## src/rtl/core/lrar_pkg.sv

```systemverilog
package lrar_pkg;

  // Ring geometry.
  localparam int RING_LEDS    = 30;
  localparam int LED_W        = 5;
  localparam int STEP_DEGREES = 12;
  localparam int FULL_TURN    = 360;
  localparam int COLOR_W      = 24;
  localparam int ANGLE_W      = 9;
  localparam int STEPS_W      = 5;

  // Quadrant boundaries in degrees and the first LED of each block.
  localparam int QUAD_1_DEG   = 90;
  localparam int QUAD_2_DEG   = 180;
  localparam int QUAD_3_DEG   = 270;
  localparam int QUAD_SPAN    = 7;
  localparam logic [LED_W-1:0] QUAD_0_FIRST = 5'd1;
  localparam logic [LED_W-1:0] QUAD_1_FIRST = 5'd8;
  localparam logic [LED_W-1:0] QUAD_2_FIRST = 5'd16;
  localparam logic [LED_W-1:0] QUAD_3_FIRST = 5'd23;

  // Division by 3 (after a shift by 2, giving division by STEP_DEGREES) as a
  // reciprocal multiply; exact for dividends below 512.
  localparam int RECIP_3       = 171;
  localparam int RECIP_3_SHIFT = 9;

  // Division by 45 (after a shift by 3, giving division by FULL_TURN); exact
  // for dividends below 2260.
  localparam int RECIP_45       = 1457;
  localparam int RECIP_45_SHIFT = 16;

  // Segment width for each step count: RING_LEDS / steps, zero for zero steps.
  localparam logic [LED_W-1:0] SEG_WIDTH [32] = '{
    5'd0,  5'd30, 5'd15, 5'd10, 5'd7,  5'd6,  5'd5,  5'd4,
    5'd3,  5'd3,  5'd3,  5'd2,  5'd2,  5'd2,  5'd2,  5'd2,
    5'd1,  5'd1,  5'd1,  5'd1,  5'd1,  5'd1,  5'd1,  5'd1,
    5'd1,  5'd1,  5'd1,  5'd1,  5'd1,  5'd1,  5'd1,  5'd0
  };

  // Configuration register indexes.
  localparam int CFG_INDEX_W = 3;
  localparam logic [CFG_INDEX_W-1:0] CFG_DISABLE = 3'd0;
  localparam logic [CFG_INDEX_W-1:0] CFG_MODE    = 3'd1;
  localparam logic [CFG_INDEX_W-1:0] CFG_START   = 3'd2;
  localparam logic [CFG_INDEX_W-1:0] CFG_STOP    = 3'd3;
  localparam logic [CFG_INDEX_W-1:0] CFG_STEPS   = 3'd4;
  localparam logic [CFG_INDEX_W-1:0] CFG_FRONT   = 3'd5;
  localparam logic [CFG_INDEX_W-1:0] CFG_BACK    = 3'd6;

  // Rendering modes.
  localparam logic [1:0] MODE_ARC    = 2'd0;
  localparam logic [1:0] MODE_QUAD   = 2'd1;
  localparam logic [1:0] MODE_SEG    = 2'd2;
  localparam logic [1:0] MODE_REPLAY = 2'd3;

  // Result status codes.
  localparam logic STATUS_OK      = 1'b0;
  localparam logic STATUS_BAD_ARC = 1'b1;

endpackage

```

## src/rtl/core/led_ring_angle_renderer_top.sv

```systemverilog
// Path: an accepted item goes from ST_CALC straight to ST_RUN in modes 1 and 3 and when
// disabled, through ST_ARC in mode 0 (to ST_ERR for an error item) and through ST_SEG_K,
// ST_DIV (a serial divider) and ST_SEG_CHK (the overrun check) in mode 2. No new item is
// taken until the single LED counter has walked the 30-entry frame memory, one entry a cycle
// while the read stage can advance, or the item has ended in an error item or no result.
// Reset: synchronous, clears control and configuration; the frame memory reads as zero
// until the first frame is written, through one stored-valid flag, with no clearing pass.
module led_ring_angle_renderer_top
  import lrar_pkg::*;
(
  input  logic                   clk,
  input  logic                   rst,
  input  logic                   cfg_wr_en,
  input  logic [CFG_INDEX_W-1:0] cfg_index,
  input  logic [COLOR_W-1:0]     cfg_wr_data,
  input  logic                   in_valid,
  output logic                   in_ready,
  input  logic [ANGLE_W-1:0]     rotation_angle,
  output logic                   out_valid,
  input  logic                   out_ready,
  output logic [LED_W-1:0]       led_index,
  output logic [COLOR_W-1:0]     color,
  output logic [LED_W-1:0]       segment_offset,
  output logic                   status,
  output logic                   last
);

  localparam int DIV_BITS = 10;

  typedef enum logic [2:0] {
    ST_IDLE, ST_CALC, ST_ARC, ST_SEG_K, ST_DIV, ST_SEG_CHK, ST_ERR, ST_RUN
  } state_t;

  typedef enum logic [1:0] {FK_ZERO, FK_ARC, FK_LIT, FK_REPLAY} frame_kind_t;

  // Configuration registers.
  logic                 disable_cfg;
  logic [1:0]           mode;
  logic [ANGLE_W-1:0]   arc_start;
  logic [ANGLE_W-1:0]   arc_stop;
  logic [STEPS_W-1:0]   step_count;
  logic [COLOR_W-1:0]   fg_color;
  logic [COLOR_W-1:0]   bg_color;

  // Sequencer and per-frame registers.
  state_t               state;
  frame_kind_t          kind;
  logic [ANGLE_W-1:0]   rot;
  logic [5:0]           s_idx;
  logic [5:0]           e_idx;
  logic [LED_W-1:0]     lit_lo;
  logic [5:0]           lit_hi;
  logic                 wrap;
  logic [9:0]           ang;
  logic [13:0]          seg_prod;
  logic [DIV_BITS-1:0]  div_q;
  logic [LED_W-1:0]     div_rem;
  logic [3:0]           div_cnt;
  logic [LED_W-1:0]     frame_off;
  logic [LED_W-1:0]     led_cnt;
  logic                 store_valid;

  // Stage between the memory read and the output register.
  logic                 p1_valid;
  logic [LED_W-1:0]     p1_idx;
  logic [COLOR_W-1:0]   p1_color;
  logic                 p1_from_mem;
  logic                 p1_mem_ok;
  logic [LED_W-1:0]     p1_off;
  logic                 p1_status;
  logic                 p1_last;

  // Frame memory.
  logic [COLOR_W-1:0]   frame_mem [RING_LEDS];
  logic [COLOR_W-1:0]   rd_data;

  // Combinational helpers.
  logic                 out_adv;
  logic                 p1_adv;
  logic                 issue;
  logic                 mem_we;
  logic                 mem_re;
  logic [9:0]           s_sum;
  logic [9:0]           e_sum;
  logic [15:0]          s_prod;
  logic [15:0]          e_prod;
  logic [21:0]          k_prod;
  logic [5:0]           seg_k;
  logic [5:0]           rem_sh;
  logic                 rem_ge;
  logic [10:0]          ovr_lhs;
  logic [10:0]          ovr_rhs;
  logic [5:0]           led6;
  logic                 in_lo;
  logic                 in_hi;
  logic                 in_range;
  logic [5:0]           arc_i;
  logic [9:0]           arc_deg;
  logic [COLOR_W-1:0]   stage_color;

  assign in_ready = (state == ST_IDLE);
  assign out_adv  = !out_valid || out_ready;
  assign p1_adv   = !p1_valid || out_adv;
  assign issue    = p1_adv && ((state == ST_RUN) || (state == ST_ERR));
  assign mem_we   = p1_adv && (state == ST_RUN) && (kind != FK_REPLAY);
  assign mem_re   = p1_adv && (state == ST_RUN) && (kind == FK_REPLAY);

  // Arc end points rounded to LEDs: (angle + 6) / 12 as (x >> 2) / 3.
  assign s_sum  = 10'(arc_start) + 10'(STEP_DEGREES / 2);
  assign e_sum  = 10'(arc_stop) + 10'(STEP_DEGREES / 2);
  assign s_prod = 16'(s_sum[9:2]) * 16'(RECIP_3);
  assign e_prod = 16'(e_sum[9:2]) * 16'(RECIP_3);

  // Segment number: (angle * steps) / 360 as (x >> 3) / 45.
  assign k_prod = 22'(seg_prod[13:3]) * 22'(RECIP_45);
  assign seg_k  = 6'(k_prod >> RECIP_45_SHIFT);

  // One restoring division step of the segment offset.
  assign rem_sh = {div_rem, div_q[DIV_BITS-1]};
  assign rem_ge = rem_sh >= {1'b0, step_count};

  // Segment overrun: offset * steps + 30 > 30 * steps.
  assign ovr_lhs = 11'(div_q[LED_W-1:0]) * 11'(step_count) + 11'(RING_LEDS);
  assign ovr_rhs = 11'(step_count * 10'(RING_LEDS));

  // Color of the LED at the counter for rendered frames.
  assign led6     = {1'b0, led_cnt};
  assign in_lo    = led6 >= {1'b0, lit_lo};
  assign in_hi    = led6 < lit_hi;
  assign in_range = wrap ? (in_lo || in_hi) : (in_lo && in_hi);
  assign arc_i    = (wrap && in_hi) ? led6 + 6'(RING_LEDS) : led6;
  assign arc_deg  = 10'({arc_i, 3'b000}) + 10'({arc_i, 2'b00});

  always_comb begin
    unique case (kind)
      FK_ZERO:   stage_color = '0;
      FK_ARC:    stage_color = in_range ? ((ang > arc_deg) ? fg_color : bg_color) : '0;
      FK_LIT:    stage_color = in_range ? fg_color : '0;
      FK_REPLAY: stage_color = '0;
      default:   stage_color = '0;
    endcase
  end

  // Frame memory: one write or one registered read per cycle, both at the LED counter.
  always_ff @(posedge clk) begin
    if (mem_we) begin
      frame_mem[led_cnt] <= stage_color;
    end
    if (mem_re) begin
      rd_data <= frame_mem[led_cnt];
    end
  end

  // Configuration writes.
  always_ff @(posedge clk) begin
    if (rst) begin
      disable_cfg <= 1'b0;
      mode        <= MODE_ARC;
      arc_start   <= '0;
      arc_stop    <= ANGLE_W'(FULL_TURN);
      step_count  <= STEPS_W'(1);
      fg_color    <= '0;
      bg_color    <= '0;
    end else if (cfg_wr_en) begin
      unique case (cfg_index)
        CFG_DISABLE: disable_cfg <= cfg_wr_data[0];
        CFG_MODE:    mode        <= cfg_wr_data[1:0];
        CFG_START:   arc_start   <= cfg_wr_data[ANGLE_W-1:0];
        CFG_STOP:    arc_stop    <= cfg_wr_data[ANGLE_W-1:0];
        CFG_STEPS:   step_count  <= cfg_wr_data[STEPS_W-1:0];
        CFG_FRONT:   fg_color    <= cfg_wr_data;
        CFG_BACK:    bg_color    <= cfg_wr_data;
        default: ;
      endcase
    end
  end

  // Sequencer, read stage and output register.
  always_ff @(posedge clk) begin
    if (rst) begin
      state       <= ST_IDLE;
      kind        <= FK_ZERO;
      store_valid <= 1'b0;
      p1_valid    <= 1'b0;
      out_valid   <= 1'b0;
      led_cnt     <= '0;
      div_cnt     <= '0;
    end else begin
      unique case (state)
        ST_IDLE: begin
          if (in_valid) begin
            rot   <= rotation_angle;
            state <= ST_CALC;
          end
        end

        // Decode the mode and do the first arithmetic step.
        ST_CALC: begin
          led_cnt   <= '0;
          frame_off <= '0;
          wrap      <= 1'b0;
          if (disable_cfg) begin
            kind  <= FK_ZERO;
            state <= ST_RUN;
          end else begin
            unique case (mode)
              MODE_ARC: begin
                kind  <= FK_ARC;
                s_idx <= 6'(s_prod >> RECIP_3_SHIFT);
                e_idx <= 6'(e_prod >> RECIP_3_SHIFT);
                state <= ST_ARC;
              end
              MODE_QUAD: begin
                kind <= FK_LIT;
                priority if (rot < ANGLE_W'(QUAD_1_DEG)) begin
                  lit_lo <= QUAD_0_FIRST;
                  lit_hi <= 6'(QUAD_0_FIRST) + 6'(QUAD_SPAN);
                  state  <= ST_RUN;
                end else if (rot < ANGLE_W'(QUAD_2_DEG)) begin
                  lit_lo <= QUAD_1_FIRST;
                  lit_hi <= 6'(QUAD_1_FIRST) + 6'(QUAD_SPAN);
                  state  <= ST_RUN;
                end else if (rot < ANGLE_W'(QUAD_3_DEG)) begin
                  lit_lo <= QUAD_2_FIRST;
                  lit_hi <= 6'(QUAD_2_FIRST) + 6'(QUAD_SPAN);
                  state  <= ST_RUN;
                end else if (rot <= ANGLE_W'(FULL_TURN)) begin
                  lit_lo <= QUAD_3_FIRST;
                  lit_hi <= 6'(QUAD_3_FIRST) + 6'(QUAD_SPAN);
                  state  <= ST_RUN;
                end else begin
                  state <= ST_IDLE;
                end
              end
              MODE_SEG: begin
                kind     <= FK_LIT;
                seg_prod <= 14'(rot) * 14'(step_count);
                if (rot > ANGLE_W'(FULL_TURN) || step_count == '0) begin
                  state <= ST_IDLE;
                end else begin
                  state <= ST_SEG_K;
                end
              end
              MODE_REPLAY: begin
                kind  <= FK_REPLAY;
                state <= ST_RUN;
              end
              default: state <= ST_IDLE;
            endcase
          end
        end

        // Check the arc and handle a start beyond the stop.
        ST_ARC: begin
          if (s_idx >= 6'(RING_LEDS) || e_idx > 6'(RING_LEDS)) begin
            state <= ST_ERR;
          end else begin
            lit_lo <= s_idx[LED_W-1:0];
            lit_hi <= e_idx;
            wrap   <= s_idx > e_idx;
            if (s_idx > e_idx && rot < arc_stop) begin
              ang <= 10'(rot) + 10'(FULL_TURN);
            end else begin
              ang <= 10'(rot);
            end
            state <= ST_RUN;
          end
        end

        // Load the divider with k * 30.
        ST_SEG_K: begin
          div_q   <= DIV_BITS'(seg_k * 10'(RING_LEDS));
          div_rem <= '0;
          div_cnt <= '0;
          state   <= ST_DIV;
        end

        ST_DIV: begin
          div_rem <= rem_ge ? LED_W'(rem_sh - {1'b0, step_count}) : rem_sh[LED_W-1:0];
          div_q   <= {div_q[DIV_BITS-2:0], rem_ge};
          div_cnt <= div_cnt + 4'd1;
          if (div_cnt == 4'(DIV_BITS - 1)) begin
            state <= ST_SEG_CHK;
          end
        end

        ST_SEG_CHK: begin
          if (ovr_lhs > ovr_rhs) begin
            state <= ST_IDLE;
          end else begin
            frame_off <= div_q[LED_W-1:0];
            lit_lo    <= div_q[LED_W-1:0];
            lit_hi    <= 6'(div_q[LED_W-1:0]) + 6'(SEG_WIDTH[step_count]);
            state     <= ST_RUN;
          end
        end

        ST_ERR: begin
          if (p1_adv) begin
            state <= ST_IDLE;
          end
        end

        ST_RUN: begin
          if (p1_adv) begin
            led_cnt <= led_cnt + 5'd1;
            if (led_cnt == LED_W'(RING_LEDS - 1)) begin
              state <= ST_IDLE;
            end
          end
        end

        default: state <= ST_IDLE;
      endcase

      if (mem_we) begin
        store_valid <= 1'b1;
      end

      // Read stage: one LED or the error item per issue.
      if (p1_adv) begin
        p1_valid <= issue;
      end
      if (issue) begin
        if (state == ST_ERR) begin
          p1_idx      <= '0;
          p1_color    <= '0;
          p1_from_mem <= 1'b0;
          p1_off      <= '0;
          p1_status   <= STATUS_BAD_ARC;
          p1_last     <= 1'b1;
        end else begin
          p1_idx      <= led_cnt;
          p1_color    <= stage_color;
          p1_from_mem <= (kind == FK_REPLAY);
          p1_mem_ok   <= store_valid;
          p1_off      <= frame_off;
          p1_status   <= STATUS_OK;
          p1_last     <= (led_cnt == LED_W'(RING_LEDS - 1));
        end
      end

      // Output register.
      if (out_adv) begin
        out_valid <= p1_valid;
        if (p1_valid) begin
          led_index      <= p1_idx;
          color          <= p1_from_mem ? (p1_mem_ok ? rd_data : '0) : p1_color;
          segment_offset <= p1_off;
          status         <= p1_status;
          last           <= p1_last;
        end
      end
    end
  end

  // An error item always closes its frame.
  assert property (@(posedge clk) disable iff (rst)
    (out_valid && status == STATUS_BAD_ARC) |-> last)
    else $error("error item without last");

  // A frame of LEDs ends on the last ring position.
  assert property (@(posedge clk) disable iff (rst)
    (out_valid && last && status == STATUS_OK) |-> (led_index == LED_W'(RING_LEDS - 1)))
    else $error("last flag on wrong LED");

  // The frame memory is either rendered or replayed, never both at once.
  assert property (@(posedge clk) disable iff (rst) !(mem_we && mem_re))
    else $error("frame memory written and read together");

  // An accepted item closes the input until its work is done.
  assert property (@(posedge clk) disable iff (rst)
    (in_valid && in_ready) |=> !in_ready)
    else $error("input reopened right after accept");

endmodule

```

## config.mk

```make
export PLATFORM = sky130hd
export DESIGN_NAME = led_ring_angle_renderer_top
export DESIGN_NICKNAME = d
export VERILOG_FILES = /design/src/rtl/core/lrar_pkg.sv /design/src/rtl/core/led_ring_angle_renderer_top.sv
export SDC_FILE = /design/constraint.sdc
export NUM_CORES = 2
export LEC_CHECK = 0
export BUFFER_PORTS_ARGS = -buffer_cell sky130_fd_sc_hd__buf_2
export CORE_ASPECT_RATIO = 0.75
export CORE_MARGIN = 2
export CORE_UTILIZATION = 55
export CTS_BUF_LIST = sky130_fd_sc_hd__clkbuf_8
export DETAILED_ROUTE_END_ITERATION = 6
export PLACE_DENSITY = 0.85
export SYNTH_ARGS = -nofsm -noshare
export SYNTH_HDL_FRONTEND = slang
export SYNTH_SLANG_ARGS = --single-unit
```

## constraint.sdc

```tcl
create_clock -name clk -period 6.85 [get_ports clk]
set_clock_uncertainty 0.05 [all_clocks]
set_input_delay 0.3425 -clock clk [delete_from_list [all_inputs] [get_ports clk]]
set_output_delay 0.3425 -clock clk [all_outputs]
set_load 0.01 [all_outputs]
```

Word level (Yosys, flattened, before mapping) --
Memory sizes are Yosys's and may differ from the RTL's. A register that Yosys moved wholly into a read port is not among the register bits. Index checks and enable logic that the tools add are counted.
Operators by class: magnitude comparators 15, equality and inequality tests 32, multipliers 7, bitwise operators 5, reductions and logical operators 47, add/subtract/negate cells 10, mux-type cells 58
Operators with widths (count):
- two-way mux 24 bit | 5
- one-hot mux 24 bit (3 select lines) | 1
- two-way mux 5 bit | 12
- two-way mux 6 bit | 9
- two-way mux 3 bit | 11
- multiplier 8 x 8 -> 15 bit (second input constant) | 2
- one-hot mux 5 bit (2 select lines) | 3
- one-hot mux 3 bit (8 select lines) | 1
- multiplier 11 x 11 -> 22 bit (second input constant) | 1
- == test 3 bit (second input constant) | 7
- adder 9 x 3 -> 10 bit (second input constant) | 2
- one-hot mux 10 bit (2 select lines) | 1
- AND reduction 2 bit | 10
- one-hot mux 6 bit (3 select lines) | 1
- AND reduction 3 bit | 6
- inequality test 2 bit (second input constant) | 8
- one-hot mux 5 bit (3 select lines) | 1
- multiplier 9 x 5 -> 14 bit | 1
- == test 3 x 2 -> 1 bit (second input constant) | 4
- one-hot mux 3 bit (4 select lines) | 1
- adder 10 x 5 -> 11 bit (second input constant) | 1
- greater-than comparator 11 x 10 -> 1 bit | 1
- adder 9 x 8 -> 10 bit | 1
- adder 9 x 9 -> 10 bit (second input constant) | 1
- 49 further kinds | 83
Storage, ports and cells: output and inout bits 38, bits of input ports 41, memories kept 2, memory bits (read-only) 160, bits in registers 242, word-level logic and storage cells 214, bits in writable memories 720
Memories:
- frame_mem | words 30, width 24, read ports 1, clocked after memory_dff 1, write ports 1, line led_ring_angle_renderer_top.sv:74 | logic [COLOR_W-1:0] frame_mem [RING_LEDS];
- (no name shown) | words 32, width 5, read ports 1, clocked after memory_dff 0, write ports 0, line led_ring_angle_renderer_top.sv:293 | lit_hi <= 6'(div_q[LED_W-1:0]) + 6'(SEG_WIDTH[step_count]);

Logic depth before layout (Yosys ltp) --
depth in word-level cells 8, mapped depth 28, gate-level depth less buffers 28

Worst setup path before layout --
OpenSTA, ideal clock, no wires.
path kind register to register, start reg seg_prod[4], end reg div_q[9] (data pin), setup slack 0.293 ns, required time 6.530 ns, clock period less this slack 6.557 ns, cell stages (with the launch flop) 27, setup time 0.270 ns, buffers on the path 0, arrival time 6.237 ns, cells stage by stage edfxtp_1 -> ha_1 -> xor2_1 -> ha_1 -> fa_1 -> fa_1 -> inv_1 -> fa_1 -> inv_1 -> ha_1 -> nand2_1 -> o21ai_0 -> a22oi_1 -> nand2_1 -> a21oi_1 -> xnor2_1 -> fa_1 -> fa_1 -> inv_1 -> fa_1 -> inv_1 -> a21oi_1 -> o21bai_1 -> a21o_1 -> a21oi_1 -> xnor2_1 -> a21oi_1
Between the ends: word-level cells in the longest chain between the ends 3
RTL lines:
- start: declaration | line led_ring_angle_renderer_top.sv:55 | logic [13:0] seg_prod;
- start signal: assignment | line led_ring_angle_renderer_top.sv:237 | seg_prod <= 14'(rot) * 14'(step_count);
- multiplier 11 x 11 -> 22 bit | line led_ring_angle_renderer_top.sv:115 | assign k_prod = 22'(seg_prod[13:3]) * 22'(RECIP_45);
- multiplier 6 x 4 -> 9 bit | line led_ring_angle_renderer_top.sv:272 | div_q <= DIV_BITS'(seg_k * 10'(RING_LEDS));
- one-hot mux 10 bit (2 select lines) | line led_ring_angle_renderer_top.sv:189 | unique case (state)
- end signal: assignment | line led_ring_angle_renderer_top.sv:272
- end signal: assignment | line led_ring_angle_renderer_top.sv:280 | div_q <= {div_q[DIV_BITS-2:0], rem_ge};
- end: declaration | line led_ring_angle_renderer_top.sv:56 | logic [DIV_BITS-1:0] div_q;
No other way between the ends. A chain may end at the register's enable or synchronous reset.

Final worst setup path --
start reg seg_prod[11], end reg div_q[9] (data pin)
Same word-level chain as after synthesis.

==> flow_summary.json <==
{
  "synth_area_per_cell_um2": 14.7,
  "vias": 28757,
  "ys.flop_type": "edfxtp_1",
  "die_y_um": 256,
  "crit_type": "reg2reg",
  "numCtsBuffers": 139,
  "power_uw": 12800,
  "drt_wl_total_um": 118000,
  "path_depth": 24,
  "worstSetupEndpointType": "register",
  "clock_sink_count": 982,
  "crit_top_cell": "fa_1",
  "fin_ws_ns": 0.238,
  "use_met3": 0.0740,
  "yosysWarnings": 0,
  "syn_area_mm2": 0.0466,
  "overflow": 0,
  "arrival_ns": 7.13,
  "cts_root_buffer": "clkbuf_8",
  "gp_congestion": 0.895,
  "grt_antenna_before_repair": 2,
  "synth.net_count": 3585,
  "top_level_ports": 79,
  "grt.met1_usage": 0.385,
  "setup_viol": 0,
  "post_drt_wl_per_cell_um": 25.5,
  "drt_iter0_drc": 3985,
  "yosysUniqueCellTypes": 66,
  "status": "finished, final reports clean",
  "cts_max_level": 4,
  "synth-seq-cells": 982,
  "worstSetupStartpoint": "seg_prod[11]$_DFFE_PP_",
  "finalHoldViolCount": 0,
  "pre_cts_ws_ns": -0.0189,
  "worstReg2RegEnd": "div_q[9]$_DFFE_PP_",
  "core_mm2": 0.0839,
  "grt_setup_unrepaired": "true",
  "netlist_instances": 3158,
  "crit_fanout": 4,
  "place_hpwl_um": 71900,
  "nFillCells": 5733,
  "tightest_slew_ns": 1.29,
  "dp_cells": 4330,
  "leakage_uw": 0.0207,
  "maxCapViolCount": 0,
  "r2r_start": "seg_prod[11]$_DFFE_PP_",
  "reg2reg_depth": 24,
  "period_minus_slack_ns": 6.61,
  "fin_crit_sh": 0.965,
  "grt_start_max_net_pins": 159,
  "layout.nets": 3821,
  "yosysSeqAreaShare": 0.614,
  "start_util": 0.555,
  "multi_input_area_mm2": 0.0169,
  "holdCritPathClass": "in2reg",
  "synth-edff-count": 892,
  "die_x_um": 340,
  "crit_chain": "buf_4 > ha_1 > fa_1 > fa_1 > fa_1 > ha_1 > ha_1 > and4_4 > and4_1 > a22oi_2 > nand2_2 > a21oi_4 > xnor2_4 > fa_1 > fa_1 > inv_1 > fa_2 > inv_1 > a21oi_1 > o21bai_1 > a21o_1 > a21oi_1 > xnor2_1 > a21oi_1",
  "drive_gt1_frac": 0.185,
  "rows": 92,
  "cp-endpoint": "div_q[9]$_DFFE_PP_",
  "slowest_delay_ns": 0.55,
  "portBuffers": 78,
  "stdcell_count": 4634,
  "clkLatencyLatePin_ns": 0.84,
  "max-clock-path-buffers": 3,
  "synthArstFlopShare": 0,
  "dr.pass1.iters": 6,
  "gr-usage-met2": 0.406,
  "die_area_mm2": 0.0871,
  "seqCellArea_mm2": 0.0286,
  "track_usage": 0.271,
  "grt_pass1_wl_um": 175000,
  "startpoint_type": "register",
  "crit_required_ns": 7.37,
  "crit_buf_inv": 3,
  "grt_pass1_vias": 28113,
  "viasPerCell": 6.21,
  "rrSetupSlack_ns": 0.24,
  "drv_slew": 0,
  "areaGrowthSynthToFinish_pct": 11.9,
  "p_per_area_mw_per_mm2": 245,
  "fmax_mhz": 151,
  "slowest_stage": "fa_1",
  "antenna_left": 0,
  "peakVddDrop_uv": 208,
  "top_usage_layer": "met2",
  "clkTransAtPathRegs_ns": 0.07,
  "slew_headroom": 0.138,
  "remaining_drc_errors": 0,
  "crit_family": "adder cells",
  "cts_tree": "built"
}
-- layout make-up --
class / count / share of cell area
clock inverter: 111 / 0.0117
sequential: 982 / 0.549
antenna: 1 / 0.0000480
multi-input combinational: 1779 / 0.325
timing repair buffer: 225 / 0.0311
tap: 1128 / 0.0271
clock buffer: 141 / 0.0372
inverter: 267 / 0.0192
-- stage by stage --
step / area (µm²) / hold slack (ns) / util / TNS, ns
after floorplan: 46600 / 0.350 / - / 0
after global placement: 48900 / 0.356 / 0.583 / 0
after detailed placement: 48900 / 0.355 / 0.583 / -0.0189
after CTS: 51800 / 0.132 / 0.618 / 0
after global routing: 52100 / 0.187 / 0.621 / -0.342
final: 52100 / 0.179 / 0.621 / 0
-- state kept, by name, summed over array words and instances (netlist names), 6 cells and up --
register,count
frame_mem,720
ang,10
bg_color,24
p1_color,24
s_idx,6
seg_prod,11
div_q,10
fg_color,24
lit_hi,6
color,24
rd_data,24
e_idx,6
arc_start,8
arc_stop,9
rot,9
-- what timing repair did --
item / CTS / global route
endpoints found under the setup margin: 1 / 4
buffers inserted: 0 / 11
gates resized for setup: 1 / 28
hold buffers: 40 / 0
endpoints found under the hold margin: 99 / 0
pin swaps: 0 / 13
-- layer usage --
metal  share of wire  up-vias  routed length (µm)
met5         0.00011        -                  13
met4           0.036        2                4270
met3            0.14      333               16400
met2            0.45     2016               52800
met1            0.38    14138               44800
li1                -    12268                   -
-- synth_stat cells, types with 3 or more instances --
library cell,number,area [µm²]
nor2b_1,23,144
or2_2,4,25.0
mux2_2,27,304
a211oi_1,7,52.6
mux4_2,168,3780
a221o_1,4,40.0
and3_1,8,50.1
nor4_1,9,56.3
nand3b_1,6,45.0
nand4_1,35,219
fa_1,98,1960
nand2_1,253,950
a31oi_1,6,37.5
a21o_1,33,248
nand3_1,27,135
xor2_1,35,307
nor2_2,20,125
a22oi_1,100,751
buf_2,21,105
and2_1,37,231
o211ai_1,4,30.0
o21bai_1,13,97.6
ha_1,288,3600
o22ai_1,4,25.0
nor3b_1,3,22.5
nor2_1,171,642
and4b_1,3,30.0
dfxtp_1,90,1800
a211o_1,19,166
nor3_1,25,125
o21ai_0,58,290
xnor2_1,54,473
buf_1,12,45.0
mux2i_1,30,300
nand2b_1,8,50.1
a21oi_1,161,806
clkbuf_1,95,357
edfxtp_1,892,26800
a2111oi_0,4,35.0
inv_1,266,998
and4_1,5,43.8
-- worst min path at each step --
stage | start | end | cells after the start
after floorplan | p1_last$_SDFFCE_PP1P_ | last$_DFFE_PP_ | 0
after global placement | p1_off[3]$_SDFFCE_PP0P_ | segment_offset[3]$_DFFE_PP_ | 0
after detailed placement | p1_idx[0]$_SDFFCE_PP0P_ | led_index[0]$_DFFE_PP_ | 0
after CTS | rotation_angle[3] | rot[3]$_DFFE_PP_ | 2
after global routing | rotation_angle[6] | rot[6]$_DFFE_PP_ | 2
final | rotation_angle[0] | rot[0]$_DFFE_PP_ | 2
-- cell usage in the layout (no fill, tap or decap), types with 8 or more instances in the layout --
cell type        n
edfxtp_1       892
inv_1          311
ha_1           277
nand2_1        252
mux4_2         168
a21oi_1        156
clkbuf_8       141
nor2_1         138
buf_4          106
a22oi_1         99
fa_1            97
dfxtp_1         88
buf_2           77
o21ai_0         56
xnor2_1         53
dlygate4sd3_1   40
and2_1          36
clkinv_1        36
nand4_1         35
xor2_1          34
a21o_1          33
mux2i_1         29
nor2_4          28
nand3_1         27
mux2_2          27
nor2_2          25
nor3_1          23
nor2b_1         21
a211o_1         19
o21bai_1        13
clkinv_2        13
ha_4            10
and3_1           8
nor4_1           8
nand2b_1         8
-- power by group --
| group | switching [µW] | internal [µW] | total (µW) |
|---|---|---|---|
| clock | 2330 | 2010 | 4340 |
| combinational | 987 | 667 | 1650 |
| sequential | 142 | 6630 | 6770 |
-- logic make-up after synthesis --
family	after synthesis	synth area share
buffers and inverters	397	0.0329
muxes	225	0.0942
DFF	982	0.614
and+or+nand+nor	645	0.0635
xor gates and xnor gates	89	0.0167
adders and majority gates	388	0.120
AOI/OAI and AO/OA	432	0.0589
(Power assumes the default switching activity.)
